===== src/rtl/sts_pkg.sv =====
// Shared types and constants for the source token scanner.
// Token kind codes, scan modes, the result beat record and keyword tables.
// No dependencies.
`default_nettype none

package sts_pkg;

  // token kind codes
  localparam logic [4:0] TK_SEMI   = 5'd0;
  localparam logic [4:0] TK_STAR   = 5'd1;
  localparam logic [4:0] TK_SLASH  = 5'd2;
  localparam logic [4:0] TK_PLUS   = 5'd3;
  localparam logic [4:0] TK_MINUS  = 5'd4;
  localparam logic [4:0] TK_LPAREN = 5'd5;
  localparam logic [4:0] TK_RPAREN = 5'd6;
  localparam logic [4:0] TK_LBRACE = 5'd7;
  localparam logic [4:0] TK_RBRACE = 5'd8;
  localparam logic [4:0] TK_INT    = 5'd9;
  localparam logic [4:0] TK_IDENT  = 5'd10;
  localparam logic [4:0] TK_KW_BASE = 5'd11;
  localparam logic [4:0] TK_END    = 5'd16;
  localparam logic [4:0] TK_ERROR  = 5'd17;

  localparam int KW_COUNT = 5;

  // keyword indexes
  localparam logic [2:0] KW_U8     = 3'd0;
  localparam logic [2:0] KW_VOID   = 3'd1;
  localparam logic [2:0] KW_RETURN = 3'd2;
  localparam logic [2:0] KW_GLOBAL = 3'd3;
  localparam logic [2:0] KW_LINE   = 3'd4;

  localparam logic [15:0]  KW_TXT_U8     = "u8";
  localparam logic [31:0]  KW_TXT_VOID   = "void";
  localparam logic [47:0]  KW_TXT_RETURN = "return";
  localparam logic [47:0]  KW_TXT_GLOBAL = "global";
  localparam logic [111:0] KW_TXT_LINE   = {"__builtin", "_line"};

  localparam logic [63:0] HEX_LIMIT = 64'h07FF_FFFF_FFFF_FFFF;
  localparam logic [63:0] HEX_SAT   = 64'h7FFF_FFFF_FFFF_FFFF;

  typedef enum logic [2:0] {
    MODE_IDLE   = 3'd0,
    MODE_FIRST  = 3'd1,
    MODE_DEC    = 3'd2,
    MODE_HEX    = 3'd3,
    MODE_NAME   = 3'd4,
    MODE_ENDED  = 3'd5,
    MODE_HALTED = 3'd6
  } mode_t;

  typedef struct packed {
    logic [4:0]  kind;
    logic [63:0] value;
    logic [19:0] line;
    logic [31:0] offs;
    logic [15:0] len;
    logic        last;
  } res_t;

  function automatic logic [4:0] kw_len(input logic [2:0] k);
    logic [4:0] l;
    begin
      case (k)
        KW_U8:     l = 5'd2;
        KW_VOID:   l = 5'd4;
        KW_RETURN: l = 5'd6;
        KW_GLOBAL: l = 5'd6;
        KW_LINE:   l = 5'd14;
        default:   l = 5'd0;
      endcase
      return l;
    end
  endfunction

  // character i of keyword k; zero past its end
  function automatic logic [7:0] kw_char(input logic [2:0] k, input logic [3:0] i);
    logic [7:0] c;
    begin
      c = 8'd0;
      if ({1'b0, i} < kw_len(k)) begin
        case (k)
          KW_U8:     c = KW_TXT_U8[8*(1 - i) +: 8];
          KW_VOID:   c = KW_TXT_VOID[8*(3 - i) +: 8];
          KW_RETURN: c = KW_TXT_RETURN[8*(5 - i) +: 8];
          KW_GLOBAL: c = KW_TXT_GLOBAL[8*(5 - i) +: 8];
          KW_LINE:   c = KW_TXT_LINE[8*(13 - i) +: 8];
          default:   c = 8'd0;
        endcase
      end
      return c;
    end
  endfunction

  // {is_punct, kind}
  function automatic logic [5:0] punct_kind(input logic [7:0] b);
    logic [5:0] r;
    begin
      case (b)
        8'h3B:   r = {1'b1, TK_SEMI};
        8'h2A:   r = {1'b1, TK_STAR};
        8'h2F:   r = {1'b1, TK_SLASH};
        8'h2B:   r = {1'b1, TK_PLUS};
        8'h2D:   r = {1'b1, TK_MINUS};
        8'h28:   r = {1'b1, TK_LPAREN};
        8'h29:   r = {1'b1, TK_RPAREN};
        8'h7B:   r = {1'b1, TK_LBRACE};
        8'h7D:   r = {1'b1, TK_RBRACE};
        default: r = 6'd0;
      endcase
      return r;
    end
  endfunction

endpackage

`default_nettype wire


===== src/rtl/source_token_scanner_top.sv =====
// Source token scanner, top level: byte-wise scan state and a four-beat
// result queue. Depends on sts_pkg.
`default_nettype none

// Channel  Dir  Handshake          Payload
// in_      in   in_valid/in_stall  text_byte (8)
// out_     out  out_valid/out_stall token_kind, int_value, line_number,
//                                  start_offset, text_length, last_of_step
//
// One byte is taken per cycle while in_stall is low; its result beats
// (up to two) land in the queue on the same edge, and an empty queue
// presents the head the cycle after. Unstalled, throughput is one byte a
// cycle while each byte gives at most one beat; a byte giving two beats
// (pending token plus delimiter) is absorbed by the queue. in_stall rises
// when fewer than two queue slots are free. Reset (rst_n low, synchronous)
// empties the queue and sets the scan state to idle at line 0, offset 0.
module source_token_scanner_top #(
  parameter int MAX_KEYWORD_LEN = 14
) (
  input  wire logic        clk,
  input  wire logic        rst_n,
  input  wire logic        in_valid,
  output logic             in_stall,
  input  wire logic [7:0]  in_text_byte,
  output logic             out_valid,
  input  wire logic        out_stall,
  output logic [4:0]       out_token_kind,
  output logic [63:0]      out_int_value,
  output logic [19:0]      out_line_number,
  output logic [31:0]      out_start_offset,
  output logic [15:0]      out_text_length,
  output logic             out_last_of_step
);
  import sts_pkg::*;

  localparam logic [15:0] KW_MAX = 16'(MAX_KEYWORD_LEN);

  // scan state
  mode_t       mode_r, mode_nxt;
  logic [63:0] lit_r, lit_nxt;
  logic        hex_stop_r, hex_stop_nxt;
  logic        hex_sat_r, hex_sat_nxt;
  logic [19:0] line_r, line_nxt;
  logic [31:0] pos_r, pos_nxt;
  logic [31:0] tstart_r, tstart_nxt;
  logic [15:0] nlen_r, nlen_nxt;
  logic [4:0]  kwf_r, kwf_nxt;

  // result queue
  res_t        q_mem_r [4];
  logic [1:0]  wr_ptr_r, rd_ptr_r;
  logic [2:0]  cnt_r;

  logic        acc, pop;
  logic [7:0]  b;
  logic        b_digit, b_letter, b_blank, b_punct, b_under, b_invalid;
  logic [4:0]  b_pkind;
  logic        active, cont, start_scan;
  logic        pend_v, start_v;
  res_t        pend_res, start_res, wr0, wr1;
  logic [4:0]  name_kind;
  logic [3:0]  hex_d;
  logic        hex_ok;
  logic [7:0]  low_b;

  // keywords still matching after one more name character
  function automatic logic [4:0] kw_keep(input logic [15:0] len, input logic [7:0] c);
    logic [4:0] kb;
    begin
      for (int k = 0; k < KW_COUNT; k++) begin
        kb[k] = (len < {11'd0, kw_len(3'(k))}) && (len < KW_MAX)
                && (kw_char(3'(k), len[3:0]) == c);
      end
      return kb;
    end
  endfunction

  assign b        = in_text_byte;
  assign acc      = in_valid && !in_stall;
  assign in_stall = (cnt_r > 3'd2);
  assign out_valid = (cnt_r != 3'd0);
  assign pop      = out_valid && !out_stall;

  // byte classes
  always_comb begin
    b_digit  = (b inside {[8'h30:8'h39]});
    b_letter = (b inside {[8'h61:8'h7A], [8'h41:8'h5A]});
    b_blank  = (b inside {8'h09, 8'h0C, 8'h20, 8'h0D, 8'h0A});
    b_under  = (b == 8'h5F);
    {b_punct, b_pkind} = punct_kind(b);
    b_invalid = !b_digit && !b_letter && !b_blank && !b_punct && !b_under
                && (b != 8'h00);
    low_b  = b | 8'h20;
    hex_ok = b_digit || (b_letter && (low_b <= 8'h66));
    hex_d  = b_digit ? b[3:0] : 4'(low_b - 8'h57);
  end

  // does this byte continue the pending token
  always_comb begin
    active = 1'b0;
    cont   = 1'b0;
    case (mode_r)
      MODE_IDLE:  active = 1'b1;
      MODE_FIRST: begin
        active = 1'b1;
        cont   = b_digit || (b == 8'h78);
      end
      MODE_DEC: begin
        active = 1'b1;
        cont   = b_digit;
      end
      MODE_HEX: begin
        active = 1'b1;
        cont   = b_digit || b_letter;
      end
      MODE_NAME: begin
        active = 1'b1;
        cont   = b_digit || b_letter || b_under;
      end
      default: begin
        active = 1'b0;
        cont   = 1'b0;
      end
    endcase
    start_scan = active && !cont;
  end

  // keyword resolution of the pending name, lowest index wins
  always_comb begin
    name_kind = TK_IDENT;
    for (int k = KW_COUNT - 1; k >= 0; k--) begin
      if (kwf_r[k] && (nlen_r == {11'd0, kw_len(3'(k))})
          && ({11'd0, kw_len(3'(k))} <= KW_MAX)) begin
        name_kind = TK_KW_BASE + 5'(k);
      end
    end
  end

  // result beats of this byte
  always_comb begin
    pend_v   = start_scan && (mode_r != MODE_IDLE);
    pend_res = '0;
    pend_res.line = line_r;
    pend_res.offs = tstart_r;
    if (mode_r == MODE_NAME) begin
      pend_res.kind = name_kind;
      pend_res.len  = nlen_r;
    end else begin
      pend_res.kind  = TK_INT;
      pend_res.value = lit_r;
    end

    start_v   = start_scan && ((b == 8'h00) || b_punct || b_invalid);
    start_res = '0;
    start_res.line = line_r;
    start_res.offs = pos_r;
    start_res.last = 1'b1;
    if (b == 8'h00)     start_res.kind = TK_END;
    else if (b_punct)   start_res.kind = b_pkind;
    else                start_res.kind = TK_ERROR;

    pend_res.last = !start_v;
    wr0 = pend_v ? pend_res : start_res;
    wr1 = start_res;
  end

  // next scan state
  always_comb begin
    mode_nxt     = mode_r;
    lit_nxt      = lit_r;
    hex_stop_nxt = hex_stop_r;
    hex_sat_nxt  = hex_sat_r;
    line_nxt     = line_r;
    pos_nxt      = pos_r;
    tstart_nxt   = tstart_r;
    nlen_nxt     = nlen_r;
    kwf_nxt      = kwf_r;
    if (active) begin
      if (b != 8'h00) pos_nxt = pos_r + 32'd1;
      if (cont) begin
        case (mode_r)
          MODE_FIRST, MODE_DEC: begin
            if (b == 8'h78) begin
              mode_nxt     = MODE_HEX;
              lit_nxt      = '0;
              hex_stop_nxt = 1'b0;
              hex_sat_nxt  = 1'b0;
            end else begin
              mode_nxt = MODE_DEC;
              lit_nxt  = (lit_r << 3) + (lit_r << 1) + {60'd0, b[3:0]};
            end
          end
          MODE_HEX: begin
            if (!hex_ok) begin
              hex_stop_nxt = 1'b1;
            end else if (!hex_stop_r && !hex_sat_r) begin
              if (lit_r > HEX_LIMIT) begin
                hex_sat_nxt = 1'b1;
                lit_nxt     = HEX_SAT;
              end else begin
                lit_nxt = {lit_r[59:0], hex_d};
              end
            end
          end
          MODE_NAME: begin
            kwf_nxt = kwf_r & kw_keep(nlen_r, b);
            if (nlen_r != 16'hFFFF) nlen_nxt = nlen_r + 16'd1;
          end
          default: mode_nxt = mode_r;
        endcase
      end else begin
        // delimiter or fresh byte: scan as the start of a token
        mode_nxt = MODE_IDLE;
        if (b == 8'h00) begin
          mode_nxt = MODE_ENDED;
        end else if (b_blank) begin
          if ((b == 8'h0A) && (line_r != 20'hFFFFF)) line_nxt = line_r + 20'd1;
        end else if (b_digit) begin
          mode_nxt   = MODE_FIRST;
          lit_nxt    = {60'd0, b[3:0]};
          tstart_nxt = pos_r;
        end else if (b_letter || b_under) begin
          mode_nxt   = MODE_NAME;
          tstart_nxt = pos_r;
          nlen_nxt   = 16'd1;
          kwf_nxt    = kw_keep(16'd0, b);
        end else if (b_invalid) begin
          mode_nxt = MODE_HALTED;
        end
      end
    end
  end

  always_ff @(posedge clk) begin
    if (!rst_n) begin
      mode_r     <= MODE_IDLE;
      lit_r      <= '0;
      hex_stop_r <= 1'b0;
      hex_sat_r  <= 1'b0;
      line_r     <= '0;
      pos_r      <= '0;
      tstart_r   <= '0;
      nlen_r     <= '0;
      kwf_r      <= 5'h1F;
    end else if (acc) begin
      mode_r     <= mode_nxt;
      lit_r      <= lit_nxt;
      hex_stop_r <= hex_stop_nxt;
      hex_sat_r  <= hex_sat_nxt;
      line_r     <= line_nxt;
      pos_r      <= pos_nxt;
      tstart_r   <= tstart_nxt;
      nlen_r     <= nlen_nxt;
      kwf_r      <= kwf_nxt;
    end
  end

  // result queue: up to two beats written per accepted byte
  logic [1:0] push_n;
  logic [1:0] wr_ptr_p1;

  always_comb begin
    push_n = 2'd0;
    if (acc) push_n = {1'b0, pend_v} + {1'b0, start_v};
    wr_ptr_p1 = wr_ptr_r + 2'd1;
  end

  always_ff @(posedge clk) begin
    if (acc && (push_n != 2'd0)) q_mem_r[wr_ptr_r] <= wr0;
    if (acc && (push_n == 2'd2)) q_mem_r[wr_ptr_p1] <= wr1;
  end

  always_ff @(posedge clk) begin
    if (!rst_n) begin
      wr_ptr_r <= '0;
      rd_ptr_r <= '0;
      cnt_r    <= '0;
    end else begin
      wr_ptr_r <= wr_ptr_r + push_n;
      if (pop) rd_ptr_r <= rd_ptr_r + 2'd1;
      cnt_r <= cnt_r + {1'b0, push_n} - {2'd0, pop};
    end
  end

  assign out_token_kind   = q_mem_r[rd_ptr_r].kind;
  assign out_int_value    = q_mem_r[rd_ptr_r].value;
  assign out_line_number  = q_mem_r[rd_ptr_r].line;
  assign out_start_offset = q_mem_r[rd_ptr_r].offs;
  assign out_text_length  = q_mem_r[rd_ptr_r].len;
  assign out_last_of_step = q_mem_r[rd_ptr_r].last;

endmodule

`default_nettype wire

===== config.mk =====
export PLATFORM = sky130hd
export DESIGN_NAME = source_token_scanner_top
export DESIGN_NICKNAME = d
export VERILOG_FILES = /design/src/rtl/sts_pkg.sv /design/src/rtl/source_token_scanner_top.sv
export SDC_FILE = /design/constraint.sdc
export NUM_CORES = 2
export LEC_CHECK = 0
export ABC_AREA = 1
export BUFFER_PORTS_ARGS = -buffer_cell sky130_fd_sc_hd__clkbuf_2
export CORE_MARGIN = 8
export CORE_UTILIZATION = 40
export CTS_CLUSTER_SIZE = 10
export DETAILED_ROUTE_END_ITERATION = 8
export SLEW_MARGIN = 20
export SYNTH_ARGS = -nofsm -noshare
export SYNTH_HDL_FRONTEND = slang
export SYNTH_SLANG_ARGS = --single-unit

===== constraint.sdc =====
create_clock -name clk -period 5.7 [get_ports clk]
set_clock_uncertainty 0.2 [all_clocks]
set_input_delay 0.285 -clock clk [delete_from_list [all_inputs] [get_ports clk]]
set_output_delay 0.285 -clock clk [all_outputs]
set_load 0.02 [all_outputs]

## Word-level counts from Yosys, hierarchy flattened

Memories as Yosys holds them, arrays and structs flattened. A register that Yosys moved wholly into a read port is not among the register bits.
Cells that the tools add are included.

- Bits in registers: 181
- ROM bits: 0
- Bits in latches: 0
- Word-level logic and storage cells: 345
- Memories kept: 1
- Memory bits (writable): 552

Memory list:

| name | depth | width | rd ports | clocked after memory_dff | write ports | RTL line | RTL |
|---|---|---|---|---|---|---|---|
| q_mem_r | 4 | 138 | 1 | 1 | 2 | source_token_scanner_top.sv:50 | `res_t q_mem_r [4];` |

- Eq/ne operators: 51
- Reduce and logical (&&, ||, !) cells: 78
- $mul: 0
- Shifts and indexed selects: 5
- Multiplexer cells: 152
- Divide/modulo/power cells: 0
- Bitwise gates (word level): 4
- Add/sub/neg operators: 16
- Order comparisons: 26

Operator list:

| cell | number |
|---|---|
| $mux 64 | 9 |
| $mux 8 | 50 |
| $mux 5 | 49 |
| $mux 138 | 1 |
| $mux 16 | 8 |
| $pmux 64 s2 | 1 |
| $shiftx 112x33->8 const A | 1 |
| $shiftx 48x33->8 const A | 2 |
| $eq 8x8->1 | 10 |
| $add 64x4->64 | 1 |
| $add 64x64->64 | 1 |
| $eq 8x6->1 const B | 8 |
| $gt 64x59->1 const B | 1 |
| $lt 16x5->1 | 4 |
| $mux 32 | 2 |
| $pmux 6 s9 | 1 |
| $lt 1x5->1 const A | 8 |
| $logic_and 1x1->1 | 37 |
| $mux 7 | 5 |
| $shiftx 16x33->8 const A | 1 |
| $shiftx 32x33->8 const A | 1 |
| $add 32x1->32 const B | 1 |
| $eq 16x3->1 const B | 2 |
| $eq 8x4->1 const B | 4 |
| other kinds (54) | 124 |

## Longest topological paths before layout

- Word-level depth: 25
- Mapped depth: 26
- Gate-level depth less buffers: 24

## Least setup slack after synthesis

Ideal clock, no wire load.

- Kind: input-to-reg
- Start point: input port in_text_byte[0]
- End point: memory q_mem_r[0][133] (netlist bit), enable pin
- Slack: 0.734 ns
- Library setup time: 0.412 ns
- Arrival time: 4.354 ns
- Stages: 23
- Required time: 5.088 ns
- Cell sequence: clkbuf_1 > inv_1 > ha_1 > o21ai_1 > nand2_1 > nand2_4 > nand3_2 > nand2_2 > nand2_4 > buf_4 > buf_2 > nor3_1 > ha_1 > inv_1 > nor2_1 > nor2_1 > inv_2 > nand2_1 > buf_2 > inv_1 > nor2_1 > buf_2 > inv_1

RTL lines:

| what | RTL line | RTL |
|---|---|---|
| start: declaration | source_token_scanner_top.sv:24 | `input wire logic [7:0] in_text_byte,` |
| end: declaration | source_token_scanner_top.sv:50 |  |

==> results.toml <==
[status]
outcome = "finished clean"

[routing]
wirelength_mm = 128.1
drt-met1-wl_mm = 60.23
top_layer_used = "met4"
dr.pass1.iters = 8
wl_met2_mm = 55.76
drt_iter0_markers = 3447
wl_per_cell_um = 18.86
met3WireLength_mm = 9.179
vias_per_cell = 5.451
dr_total_vias = 37017
detail-route-antenna-nets = 0
drc = 0

[power_and_ir_drop]
power.net_switching_w = 0.005662
internal_power_w = 0.009925
seqPwrFrac = 0.391
ir_drop_mv = 0.4134
cellLeakagePower_nw = 17.72
p_per_area_mw_per_mm2 = 357.3
switching_share = 0.3632
p_total_w = 0.01559
power_frac_clock = 0.329
combPwrFrac = 0.280

[sta]
slew_viol_final = 0
fin_crit_ns = 4.367
max_freq_ghz = 0.2290
tns_ns = 0
setup_viol = 0
worst-slew-pin-transition_ns = 1.030
final_hold_viol_count = 0
rsz0062_at_grt = "false"
slew_headroom = 0.3114
fin_crit_sh = 0.7661

[floorplan]
initial_core_util = 0.4014
core_area_mm2 = 0.09799
die_area_mm2 = 0.1086
fp.dieH_um = 329.6
io_pins = 152
num_rows = 115
die_x_um = 329.6

[logic_synthesis]
synth_edf_count = 228
synthFlopType = "dfxtp_1"
synth_cells = 5461
synth_top_area_frac = 0.2581
netlist_area_mm2 = 0.03933
syn_nets = 5623
synth.largest_area_cell = "dfxtp_1"
ys_types = 54
synth_area_leaders = "dfxtp_1 26%, edfxtp_1 17%, nand2_1 13%"
synth_seq_cells = 735
synth-async-reset-ratio = 0
seq_area_frac_synth = 0.4322
synth_area_per_cell_um2 = 7.202
synth_warnings = 0

[clock_network]
htreeDepth = 3
ctsResizeCount = 0
cts_tree = "yes"
cts_hold_buf = 3
cts_buffer_depth = 3
cts_made_buffers = 87
postCtsSetupBuffers = 0
cts_sinks = 735
cts_root_buf = "clkbuf_16"
clock_latency_ns = 0.66
clkTransAtPathRegs_ns = 0.05

[global_route]
grt_pass1_vias = 34355
antenna_found_initial = 2
grt-ovfl-total = 0
track_usage = 0.2285
grt_max_degree = 149
grt_pass1_wl_mm = 199.3

[final_layout]
drive_gt1_frac = 0.06813
nets = 5612
area_growth_pct = 10.93
diodes = 0

[critical_path]
path_max_fanout = 88
cp_data_arrival_time_ns = 4.53
critPathRequiredTime_ns = 5.86
start_kind = "primary input"
cp-end-kind = "flop"
worst-setup-path-type = "in -> reg"

[place]
hpwlAfterDp_mm = 83.22
gp_congestion = 0.9631
portBuffers = 151

[run]
drv_cap = 0

[min_path]
hold_class = "in -> reg"
## cells in the final DEF, fill, tap and decap left out, types with 46 or more instances in the layout
| master | instances |
|---|---|
| a21oi_1 | 249 |
| clkbuf_16 | 90 |
| clkbuf_2 | 150 |
| dfxtp_1 | 505 |
| edfxtp_1 | 228 |
| ha_1 | 147 |
| inv_1 | 455 |
| nand2_1 | 1306 |
| nand3_1 | 220 |
| nand4_1 | 46 |
| nor2_1 | 705 |
| nor3_1 | 60 |
| o21ai_0 | 693 |
| o21ai_1 | 85 |
| o22ai_1 | 267 |
## synth_stat cells (all sizes together) (4+ instances only)
master	number
a21oi	249
a31oi	5
buf	88
clkbuf	201
clkinv	11
dfxtp	507
edfxtp	228
ha	147
inv	476
nand2	1318
nand3	227
nand4	47
nor2	721
nor3	65
nor4	16
o211ai	16
o21ai	797
o21bai	7
o22ai	267
o31ai	4
xnor2	4
xor2	34
## cells by family (layout without fill, tap and decap cells)
group	Yosys count	in the layout	synth area share
AND/OR/NAND/NOR	2408	2408	0.2484
AO/OA/AOI/OAI	1354	1354	0.1852
buffers and inverters	776	819	0.07750
flip-flops	735	735	0.4322
adder cells (fa/ha/maj)	150	150	0.04829
XOR/XNOR	38	38	0.008463
## state kept, by name, summed over array words and instances (netlist names), 3 cells and up, named ones only
| signal | count |
|---|---|
| tstart_r | 32 |
| cnt_r | 3 |
| mode_r | 3 |
| nlen_r | 16 |
| q_mem_r | 552 |
| kwf_r | 5 |
| pos_r | 32 |
| lit_r | 64 |
| line_r | 20 |
## final cells by class
| class | instances | area, µm² |
|---|---|---|
| fill | 10012 | 54360 |
| clock inverter | 11 | 140.1 |
| tap | 1287 | 1610 |
| timing repair buffer | 189 | 1239 |
| clock buffer | 132 | 2430 |
| inverter | 487 | 1841 |
| multi-input combinational | 3950 | 19360 |
| sequential | 735 | 17000 |
## worst max-delay path, stage by stage
cell	delay, ns
dlygate4sd3_1	0.53
clkbuf_2	0.18
inv_2	0.20
nand2_1	0.12
nor3_2	0.66
nor2_1	0.09
nand2_1	0.16
nor2_1	0.09
nor3_1	0.18
nor3_1	0.08
ha_1	0.33
inv_1	0.08
nor2_2	0.05
nor2_1	0.14
inv_2	0.12
nand2_4	0.09
inv_1	0.10
nor2_4	0.43
buf_12	0.36
nor2_1	0.08
## layer usage
metal	vias to the layer above	GRT usage
met1	17457	0.3253
met5	-	0
met4	0	0.06681
li1	18250	-
met3	157	0.03936
met2	1153	0.3538
## power by group through the flow
stage | sequential [W] | combinational [W] | clock (W)
global placement | 0.00620 | 0.00436 | 0
global route | 0.00613 | 0.00472 | 0.00542
finish | 0.00609 | 0.00437 | 0.00512
detailed placement | 0.00620 | 0.00438 | 0
CTS | 0.00609 | 0.00440 | 0.00523
floorplan | 0.00611 | 0.00277 | 0
## metrics by stage
stage	worst slack (ns)	hold slack (ns)	instance area (µm²)	utilization	cells
finish	1.333	0.09390	43620	0.4452	6791
global route	1.021	0.09349	43620	0.4452	6791
CTS	1.348	0.03622	43620	0.4452	6791
detailed placement	0.8592	0.2332	41020	0.4186	6645
global placement	0.9612	0.2320	41020	0.4186	6645
floorplan	0.7341	0.2184	39330	-	5461
## path summary, 6_finish.rpt
check	startpoint	to	slack [ns]	cells after the start
setup / recovery	in_text_byte[4]	q_mem_r[1][63]	1.33	20
hold / removal	in_text_byte[7]	kwf_r[4]	0.09	8
setup reg to reg	mode_r[0]	q_mem_r[1][63]	1.37	19
hold reg to reg	q_mem_r[2][7]	q_mem_r[2][7]	0.25	2
No activity file was read; power rests on OpenSTA's default activity.
